File: src/sv/pse_pkg.sv
// pse_pkg: shared types and constants for the postfix stack evaluator.
// Used by pse_div and postfix_stack_evaluator; depends on nothing.
`timescale 1ns / 1ps

package pse_pkg;

    localparam int STACK_DEPTH = 64;
    localparam int CNT_W       = $clog2(STACK_DEPTH + 1);
    localparam int ADDR_W      = $clog2(STACK_DEPTH);
    localparam int DATA_W      = 32;
    localparam int DIV_STEPS   = DATA_W;
    localparam int DIV_CNT_W   = $clog2(DIV_STEPS);

    // token modes
    localparam logic [2:0] MODE_PUSH = 3'd0;
    localparam logic [2:0] MODE_ADD  = 3'd1;
    localparam logic [2:0] MODE_SUB  = 3'd2;
    localparam logic [2:0] MODE_MUL  = 3'd3;
    localparam logic [2:0] MODE_DIV  = 3'd4;
    localparam logic [2:0] MODE_REM  = 3'd5;

    // status / error codes
    localparam logic [2:0] ST_OK       = 3'd0;
    localparam logic [2:0] ST_MISSING  = 3'd1;
    localparam logic [2:0] ST_LEFTOVER = 3'd2;
    localparam logic [2:0] ST_DIVZERO  = 3'd3;
    localparam logic [2:0] ST_OVERFLOW = 3'd4;

    typedef struct packed {
        logic [2:0]  mode;
        logic [30:0] operand;
        logic        last_token;
    } t_in_item;

    typedef struct packed {
        logic signed [31:0] result_value;
        logic [2:0]         status;
    } t_out_item;

    typedef struct packed {
        logic              start;
        logic              want_rem;
        logic [DATA_W-1:0] left;
        logic [DATA_W-1:0] right;
    } t_div_req;

    typedef struct packed {
        logic              done;
        logic [DATA_W-1:0] value;
    } t_div_rsp;

    typedef enum logic [1:0] {
        S_IDLE,
        S_EXEC,
        S_DIV,
        S_DONE
    } t_state;

endpackage

File: src/sv/pse_div.sv
// pse_div: iterative signed divider, one quotient bit per cycle.
// Truncates toward zero; remainder takes the dividend's sign. Uses pse_pkg.
`timescale 1ns / 1ps

module pse_div (
    input  logic              i_clk,
    input  logic              i_rst_n,
    input  pse_pkg::t_div_req i_req,
    output pse_pkg::t_div_rsp o_rsp
);

    logic                            r_busy;
    logic                            r_done;
    logic [pse_pkg::DIV_CNT_W-1:0]   r_cnt;
    logic [pse_pkg::DATA_W-1:0]      r_quot;
    logic [pse_pkg::DATA_W-1:0]      r_rem;
    logic [pse_pkg::DATA_W-1:0]      r_div;
    logic                            r_neg_q;
    logic                            r_neg_r;
    logic                            r_want_rem;

    logic [pse_pkg::DATA_W-1:0]      w_mag_a;
    logic [pse_pkg::DATA_W-1:0]      w_mag_b;
    logic [pse_pkg::DATA_W:0]        w_shift;
    logic [pse_pkg::DATA_W:0]        w_trial;

    assign w_mag_a = i_req.left[pse_pkg::DATA_W-1]  ? (0 - i_req.left)  : i_req.left;
    assign w_mag_b = i_req.right[pse_pkg::DATA_W-1] ? (0 - i_req.right) : i_req.right;

    // shift in next dividend bit, then try subtracting the divisor
    assign w_shift = {r_rem, r_quot[pse_pkg::DATA_W-1]};
    assign w_trial = w_shift - {1'b0, r_div};

    always_ff @(posedge i_clk) begin
        if (!i_rst_n) begin
            r_busy <= 1'b0;
            r_done <= 1'b0;
            r_cnt  <= '0;
        end else begin
            r_done <= 1'b0;
            if (i_req.start) begin
                r_busy <= 1'b1;
                r_cnt  <= '0;
            end else if (r_busy) begin
                r_cnt <= r_cnt + 1'b1;
                if (r_cnt == pse_pkg::DIV_CNT_W'(pse_pkg::DIV_STEPS - 1)) begin
                    r_busy <= 1'b0;
                    r_done <= 1'b1;
                end
            end
        end
    end

    always_ff @(posedge i_clk) begin
        if (i_req.start) begin
            r_quot     <= w_mag_a;
            r_rem      <= '0;
            r_div      <= w_mag_b;
            r_neg_q    <= i_req.left[pse_pkg::DATA_W-1] ^ i_req.right[pse_pkg::DATA_W-1];
            r_neg_r    <= i_req.left[pse_pkg::DATA_W-1];
            r_want_rem <= i_req.want_rem;
        end else if (r_busy) begin
            if (!w_trial[pse_pkg::DATA_W]) begin
                r_rem  <= w_trial[pse_pkg::DATA_W-1:0];
                r_quot <= {r_quot[pse_pkg::DATA_W-2:0], 1'b1};
            end else begin
                r_rem  <= w_shift[pse_pkg::DATA_W-1:0];
                r_quot <= {r_quot[pse_pkg::DATA_W-2:0], 1'b0};
            end
        end
    end

    always_comb begin
        o_rsp.done = r_done;
        if (r_want_rem) begin
            o_rsp.value = r_neg_r ? (0 - r_rem) : r_rem;
        end else begin
            o_rsp.value = r_neg_q ? (0 - r_quot) : r_quot;
        end
    end

endmodule

File: src/sv/postfix_stack_evaluator.sv
// postfix_stack_evaluator: reverse Polish integer evaluator, top level.
// Depends on pse_pkg and pse_div.
`timescale 1ns / 1ps

// Usage
//   Input channel (i_in_valid / o_in_stall / i_in_data) takes one token per
//   transfer: push an operand, or apply add, sub, mul, div or rem to the two
//   topmost values. The token flagged last_token produces one transfer on the
//   output channel (o_out_valid / i_out_stall / o_out_data) with the final
//   value and a status; other tokens produce nothing.
//   Values live in a 64-entry synchronous RAM; the top of stack is held in a
//   register, so an operator needs a single RAM read (the left operand).
//   Per token: a push or ignored token completes in the idle state; add,
//   sub and mul go through RAM read, execute and retire; div and rem also
//   wait in a divide state on the bit-serial divider, one quotient bit per cycle.
//   The result sits in an output register. A new token is taken while that
//   register drains; while it is full and stalled, input stalls too, and an
//   operator finishing with last_token waits in the retire state.
//   Reset (synchronous, active low) empties the stack and clears the error;
//   RAM contents are not cleared, since only entries below the count are read.
//   After a last token the stack and error are cleared for the next expression.
//   The first error of an expression freezes the stack until its last token.

module postfix_stack_evaluator (
    input  logic              i_clk,
    input  logic              i_rst_n,
    input  logic              i_in_valid,
    output logic              o_in_stall,
    input  pse_pkg::t_in_item i_in_data,
    output logic              o_out_valid,
    input  logic              i_out_stall,
    output pse_pkg::t_out_item o_out_data
);

    // stack RAM, one write and one read port, registered read data
    logic [pse_pkg::DATA_W-1:0] r_stack_mem [pse_pkg::STACK_DEPTH];
    logic [pse_pkg::DATA_W-1:0] r_rdata;
    logic                       w_mem_we;
    logic [pse_pkg::ADDR_W-1:0] w_waddr;
    logic [pse_pkg::DATA_W-1:0] w_wdata;
    logic [pse_pkg::ADDR_W-1:0] w_raddr;

    pse_pkg::t_state            r_state, n_state;
    logic [pse_pkg::CNT_W-1:0]  r_count, n_count;
    logic [2:0]                 r_err, n_err;
    logic [pse_pkg::DATA_W-1:0] r_tos, n_tos;
    logic [2:0]                 r_mode, n_mode;
    logic                       r_last, n_last;
    logic                       r_out_valid, n_out_valid;
    pse_pkg::t_out_item         r_out_data, n_out_data;

    logic [pse_pkg::ADDR_W-1:0] w_idx_top;
    logic [pse_pkg::ADDR_W-1:0] w_idx_left;
    logic                       w_in_xfer;
    logic                       w_out_free;
    logic [pse_pkg::DATA_W-1:0] w_product;

    pse_pkg::t_div_req          w_div_req;
    pse_pkg::t_div_rsp          w_div_rsp;

    // final value and status from the end-of-expression state
    function automatic pse_pkg::t_out_item finalize(
        input logic [2:0]                 err,
        input logic [pse_pkg::CNT_W-1:0]  count,
        input logic [pse_pkg::DATA_W-1:0] tos
    );
        pse_pkg::t_out_item res;
        res.status       = err;
        res.result_value = '0;
        if (err == pse_pkg::ST_OK) begin
            if (count == '0) begin
                res.status = pse_pkg::ST_MISSING;
            end else if (count > pse_pkg::CNT_W'(1)) begin
                res.status = pse_pkg::ST_LEFTOVER;
            end else begin
                res.result_value = tos;
            end
        end
        return res;
    endfunction

    assign w_idx_top  = pse_pkg::ADDR_W'(r_count - pse_pkg::CNT_W'(1));
    assign w_idx_left = pse_pkg::ADDR_W'(r_count - pse_pkg::CNT_W'(2));

    assign w_out_free = !r_out_valid || !i_out_stall;
    assign o_in_stall = (r_state != pse_pkg::S_IDLE) || !w_out_free;
    assign w_in_xfer  = i_in_valid && !o_in_stall;

    // low 32 bits of the product; wraps like the two's complement multiply
    assign w_product = r_rdata * r_tos;

    assign o_out_valid = r_out_valid;
    assign o_out_data  = r_out_data;

    pse_div u_div (
        .i_clk   (i_clk),
        .i_rst_n (i_rst_n),
        .i_req   (w_div_req),
        .o_rsp   (w_div_rsp)
    );

    always_ff @(posedge i_clk) begin
        if (w_mem_we) begin
            r_stack_mem[w_waddr] <= w_wdata;
        end
        r_rdata <= r_stack_mem[w_raddr];
    end

    always_ff @(posedge i_clk) begin
        if (!i_rst_n) begin
            r_state     <= pse_pkg::S_IDLE;
            r_count     <= '0;
            r_err       <= pse_pkg::ST_OK;
            r_out_valid <= 1'b0;
        end else begin
            r_state     <= n_state;
            r_count     <= n_count;
            r_err       <= n_err;
            r_out_valid <= n_out_valid;
        end
    end

    always_ff @(posedge i_clk) begin
        r_tos      <= n_tos;
        r_mode     <= n_mode;
        r_last     <= n_last;
        r_out_data <= n_out_data;
    end

    always_comb begin
        logic                       v_exec;
        logic [pse_pkg::CNT_W-1:0]  v_count;
        logic [2:0]                 v_err;
        logic [pse_pkg::DATA_W-1:0] v_tos;

        n_state     = r_state;
        n_count     = r_count;
        n_err       = r_err;
        n_tos       = r_tos;
        n_mode      = r_mode;
        n_last      = r_last;
        n_out_valid = r_out_valid && i_out_stall;
        n_out_data  = r_out_data;

        w_mem_we    = 1'b0;
        w_waddr     = w_idx_top;
        w_wdata     = r_tos;
        w_raddr     = w_idx_left;

        w_div_req.start    = 1'b0;
        w_div_req.want_rem = (r_mode == pse_pkg::MODE_REM);
        w_div_req.left     = r_rdata;
        w_div_req.right    = r_tos;

        v_exec  = 1'b0;
        v_count = r_count;
        v_err   = r_err;
        v_tos   = r_tos;

        unique case (r_state)
            pse_pkg::S_IDLE: begin
                if (w_in_xfer) begin
                    if (r_err == pse_pkg::ST_OK) begin
                        case (i_in_data.mode)
                            pse_pkg::MODE_PUSH: begin
                                if (r_count >= pse_pkg::CNT_W'(pse_pkg::STACK_DEPTH)) begin
                                    v_err = pse_pkg::ST_OVERFLOW;
                                end else begin
                                    // spill old top into RAM, operand becomes top
                                    w_mem_we = (r_count != '0);
                                    v_count  = r_count + 1'b1;
                                    v_tos    = {1'b0, i_in_data.operand};
                                end
                            end
                            pse_pkg::MODE_ADD, pse_pkg::MODE_SUB, pse_pkg::MODE_MUL,
                            pse_pkg::MODE_DIV, pse_pkg::MODE_REM: begin
                                if (r_count < pse_pkg::CNT_W'(2)) begin
                                    v_err = pse_pkg::ST_MISSING;
                                end else if ((i_in_data.mode == pse_pkg::MODE_DIV ||
                                              i_in_data.mode == pse_pkg::MODE_REM) &&
                                             r_tos == '0) begin
                                    v_err = pse_pkg::ST_DIVZERO;
                                end else begin
                                    // left operand read issued now, used in S_EXEC
                                    v_exec = 1'b1;
                                end
                            end
                            default: begin
                            end
                        endcase
                    end
                    if (v_exec) begin
                        n_mode  = i_in_data.mode;
                        n_last  = i_in_data.last_token;
                        n_state = pse_pkg::S_EXEC;
                    end else if (i_in_data.last_token) begin
                        n_out_valid = 1'b1;
                        n_out_data  = finalize(v_err, v_count, v_tos);
                        n_count     = '0;
                        n_err       = pse_pkg::ST_OK;
                    end else begin
                        n_count = v_count;
                        n_err   = v_err;
                        n_tos   = v_tos;
                    end
                end
            end
            pse_pkg::S_EXEC: begin
                case (r_mode)
                    pse_pkg::MODE_ADD: begin
                        n_tos   = r_rdata + r_tos;
                        n_count = r_count - 1'b1;
                        n_state = pse_pkg::S_DONE;
                    end
                    pse_pkg::MODE_SUB: begin
                        n_tos   = r_rdata - r_tos;
                        n_count = r_count - 1'b1;
                        n_state = pse_pkg::S_DONE;
                    end
                    pse_pkg::MODE_MUL: begin
                        n_tos   = w_product;
                        n_count = r_count - 1'b1;
                        n_state = pse_pkg::S_DONE;
                    end
                    default: begin
                        w_div_req.start = 1'b1;
                        n_state         = pse_pkg::S_DIV;
                    end
                endcase
            end
            pse_pkg::S_DIV: begin
                if (w_div_rsp.done) begin
                    n_tos   = w_div_rsp.value;
                    n_count = r_count - 1'b1;
                    n_state = pse_pkg::S_DONE;
                end
            end
            pse_pkg::S_DONE: begin
                if (!r_last) begin
                    n_state = pse_pkg::S_IDLE;
                end else if (w_out_free) begin
                    n_out_valid = 1'b1;
                    n_out_data  = finalize(r_err, r_count, r_tos);
                    n_count     = '0;
                    n_err       = pse_pkg::ST_OK;
                    n_state     = pse_pkg::S_IDLE;
                end
            end
            default: begin
                n_state = pse_pkg::S_IDLE;
            end
        endcase
    end

endmodule
File: config.mk
export PLATFORM = sky130hd
export DESIGN_NAME = postfix_stack_evaluator
export DESIGN_NICKNAME = d
export VERILOG_FILES = /design/src/sv/pse_pkg.sv /design/src/sv/pse_div.sv /design/src/sv/postfix_stack_evaluator.sv
export SDC_FILE = /design/constraint.sdc
export NUM_CORES = 2
export LEC_CHECK = 0
export BUFFER_PORTS_ARGS = -buffer_cell sky130_fd_sc_hd__buf_2
export CORE_UTILIZATION = 45
export DETAILED_ROUTE_END_ITERATION = 7
export GPL_TIMING_DRIVEN = 0
export PLACE_DENSITY_LB_ADDON = 0.08
export SLEW_MARGIN = 0
export SYNTH_ARGS = -nofsm -noshare
export SYNTH_HDL_FRONTEND = slang
export SYNTH_HIERARCHICAL = 1
export SYNTH_SLANG_ARGS = --single-unit
File: constraint.sdc
create_clock -name i_clk -period 14.9 [get_ports i_clk]
set_input_delay 1.49 -clock i_clk [delete_from_list [all_inputs] [get_ports i_clk]]
set_output_delay 1.49 -clock i_clk [all_outputs]
set_load 0.02 [all_outputs]
==> out/results.txt <==
Syn-to-layout area delta: 15.0%
grt ovf: 0
reg2reg end: r_tos[28]$_DFFE_PP_
Clock Tree Root: clkbuf_16
clock-pin slew on the worst setup and hold paths: 70 ps
net count after synthesis: 7352
YS warnings: 6
post-layout net count: 7833
max-slew violation count: 0
Final HPWL DP: 265000 µm
reg-to-reg slack, setup: 4500 ps
Hold Path Class: flip-flop to flip-flop
chip width: 497 µm
CTS buffer count: 229
register area: 67300 µm²
crit path DAT: 10960 ps
die area: 247000 µm²
mean post-synth cell area: 16.4 µm²
count leader, synth: edfxtp_1
Most used DFF post-synth: edfxtp_1
Initial Util: 45.3%
vias per cell: 6.05
Non-Filler Instances: 10600
routed vias: 64100
min Tclk post-route: 10400 ps
share of the synthesized area in the top cell type: 59.6%
Setup TNS Final: 0 ps
worst setup margin: 4500 ps
clk_skew: 90.9 ps
Total GRT Usage: 29.8%
cts hold-fix bufs: 0
RSZ-0062 raised after global routing: false
DR iter-0 viols: 7870
Crit. Startpoint: r_tos[9]$_DFFE_PP_
period utilisation layout: 69.8%
RR Startpoint: r_tos[9]$_DFFE_PP_
post-layout instance area: 127000 µm²
critical path cell sequence: clkbuf_1, clkbuf_1, nand2_1, fa_1, inv_1, fa_1, fa_1, inv_1, fa_1, inv_1, fa_1, fa_1, fa_1, fa_1, ha_1, and3_1, and3b_1, a211oi_1, a21oi_1, a221oi_1, xnor2_1, a21oi_1, o221ai_1
share of flip-flops with an asynchronous set or reset: 0%
Seq/Total Area, Yosys: 61.2%
Site Rows: 181
Tightest Pin Transition: 1460 ps
Filler Cell Count: 20000
RePlAce Congestion: 0.944
Final Hold Viols: 0
clk buf depth: 3
io pins: 76
detailed-route DRC error count: 0
synth top area cells: edfxtp_1, mux4_2, fa_1
# H-tree levels: 4
R2R cell count: 23
critical path peak fanout: 10
critical path type: flip-flop to flip-flop
post-synth top area cell: edfxtp_1
Post-Route WL: 364000 µm
CTS tree: built
Worst EP required: 15460 ps
Rel. slew slack: 2.41%
Syn Inst Count: 6699
Post-synth EDFFs: 2186
Setup Buffers After CTS: 0
die height: 497 µm
routed length per instance: 34.4 µm
clock sink count: 2270
count of input and output buffers: 75
clk_lat worst skew: 910 ps
Synth Cell Area: 110000 µm²
vias in the first global route: 64400
largest net degree at the start of global routing: 38
Multi-input gate area: 40100 µm²
Post-synth top cells: edfxtp_1, mux4_2, nand2_1, inv_1, fa_1
first-pass GRT wire length: 505000 µm
final setup violation count: 0
Crit. End Element: flip-flop
Setup crit start kind: flip-flop
Critical Path Most Common Cell: fa_1
Peak Freq: 0.0961 GHz
placed cell area: 119000 µm²
Placed Cells: 10200
pre-CTS setup slack: 4860 ps
antenna violations before repair: 17
status: finished, final reports clean
core box area: 243000 µm²
Netlist cell types: 88
CP max stage cell: a211oi_1
Pre-Repair DR Iteration Count: 5
synthesis-stage register bit count: 2270
share of cells above drive strength 1: 18.6%
post-route ant nets: 0
max incr delay on CP: 990 ps
PostCTS Resize Cnt: 0
# Max-Cap Violations: 0
CP endpoint: r_tos[28]$_DFFE_PP_
metrics by stage:
stage | utilization [%] | hold slack, ps
final | 52.1 | 518
after global routing | 52.0 | 553
after CTS | 52.0 | 517
after detailed placement | 49.0 | 500
after global placement | 47.1 | 481
after floorplan | - | 467
kinds of logic after synthesis:
| family | share of synthesized area (%) |
|---|---|
| DFF | 61.2 |
| AOI/OAI and AO/OA | 4.00 |
| xor gates and xnor gates | 2.31 |
| muxes | 14.0 |
| and+or+nand+nor | 5.88 |
| adders and majority gates | 9.77 |
| buffers and inverters | 2.88 |
layout make-up:
class / count / area share, %
diodes: 20 / 0.0395
plain buffers: 371 / 1.14
clock buffers: 291 / 4.76
clock inverters: 134 / 1.11
inverters: 464 / 1.38
multi-input cells: 3594 / 31.7
flip-flops and latches: 2270 / 53.2
well taps: 3202 / 3.16
repair buffers: 250 / 3.56
worst max-delay path: cells and delay by family, from the launching register on:
family / cells / cell delay, ps
XOR/XNOR: 1 / 200
AO/OA/AOI/OAI: 5 / 2430
AND/OR/NAND/NOR: 3 / 550
flip-flops: 1 / 680
adder cells (fa/ha/maj): 9 / 4250
buffers and inverters: 5 / 1980
worst min-delay path by stage:
stage | from | end | slack [ps] | depth (start not counted)
2_1_floorplan | u_div/r_cnt[4]$_SDFFE_PP0P_ | u_div/r_cnt[4]$_SDFFE_PP0P_ | 470 | 2
4_1_cts | u_div/r_cnt[3]$_SDFFE_PP0P_ | u_div/r_cnt[3]$_SDFFE_PP0P_ | 520 | 2
6_report | u_div/r_cnt[3]$_SDFFE_PP0P_ | u_div/r_cnt[3]$_SDFFE_PP0P_ | 520 | 2
3_3_place_gp | u_div/r_cnt[4]$_SDFFE_PP0P_ | u_div/r_cnt[4]$_SDFFE_PP0P_ | 480 | 2
5_1_grt | r_err[1]$_SDFFE_PN0P_ | r_err[1]$_SDFFE_PN0P_ | 550 | 2
3_5_place_dp | u_div/r_cnt[3]$_SDFFE_PP0P_ | u_div/r_cnt[3]$_SDFFE_PP0P_ | 500 | 2
flip-flops by register name, summed over array words and instances (netlist names), 2 cells and up:
name and cells:
r_tos 32, r_err 3, u_div/r_quot 32, u_div/r_div 32, u_div/r_rem 32, r_count 7, r_mode 3, o_out_data 35
u_div/r_cnt 5, r_stack_mem 2048, r_rdata 32, r_state 2
layer usage:
| metal | up-vias | GRT usage [%] | share of wire, % |
|---|---|---|---|
| li1 | 26400 | - | - |
| met1 | 34200 | 41.3 | 41 |
| met2 | 2927 | 47.3 | 47 |
| met3 | 536 | 5.71 | 8.2 |
| met4 | 0 | 10.5 | 3.8 |
| met5 | - | 0 | 0 |
cells in the final DEF (no fill, tap or decap), types with 22 or more instances in the layout:
master | netlist | routed
o31ai_1 | 47 | 47
a211oi_1 | 35 | 35
o21ai_0 | 150 | 150
a21o_1 | 33 | 33
inv_1 | 464 | 464
nor2b_1 | 27 | 27
buf_12 | 0 | 74
xnor2_1 | 171 | 171
nor3_1 | 42 | 40
or3_1 | 31 | 31
buf_1 | 80 | 70
ha_1 | 204 | 204
nand3_1 | 35 | 35
a22o_1 | 25 | 25
fa_1 | 410 | 410
clkbuf_16 | 0 | 231
nor2_4 | 0 | 65
edfxtp_1 | 2186 | 2186
dfxtp_1 | 84 | 84
clkinv_1 | 0 | 51
mux4_2 | 665 | 665
a21oi_1 | 175 | 175
nor2_1 | 250 | 185
nand2_1 | 468 | 468
a311oi_1 | 30 | 30
mux2i_1 | 39 | 39
buf_16 | 0 | 93
a31oi_1 | 31 | 31
buf_2 | 14 | 99
clkbuf_1 | 274 | 326
o41ai_1 | 26 | 26
nand2b_1 | 22 | 22
clkinv_2 | 0 | 35
xor2_1 | 117 | 117
and2_1 | 318 | 317
Power is left out: the tool's default activity adds up to more than one toggle a clock period on the data nets, which glitch-free logic cannot reach.
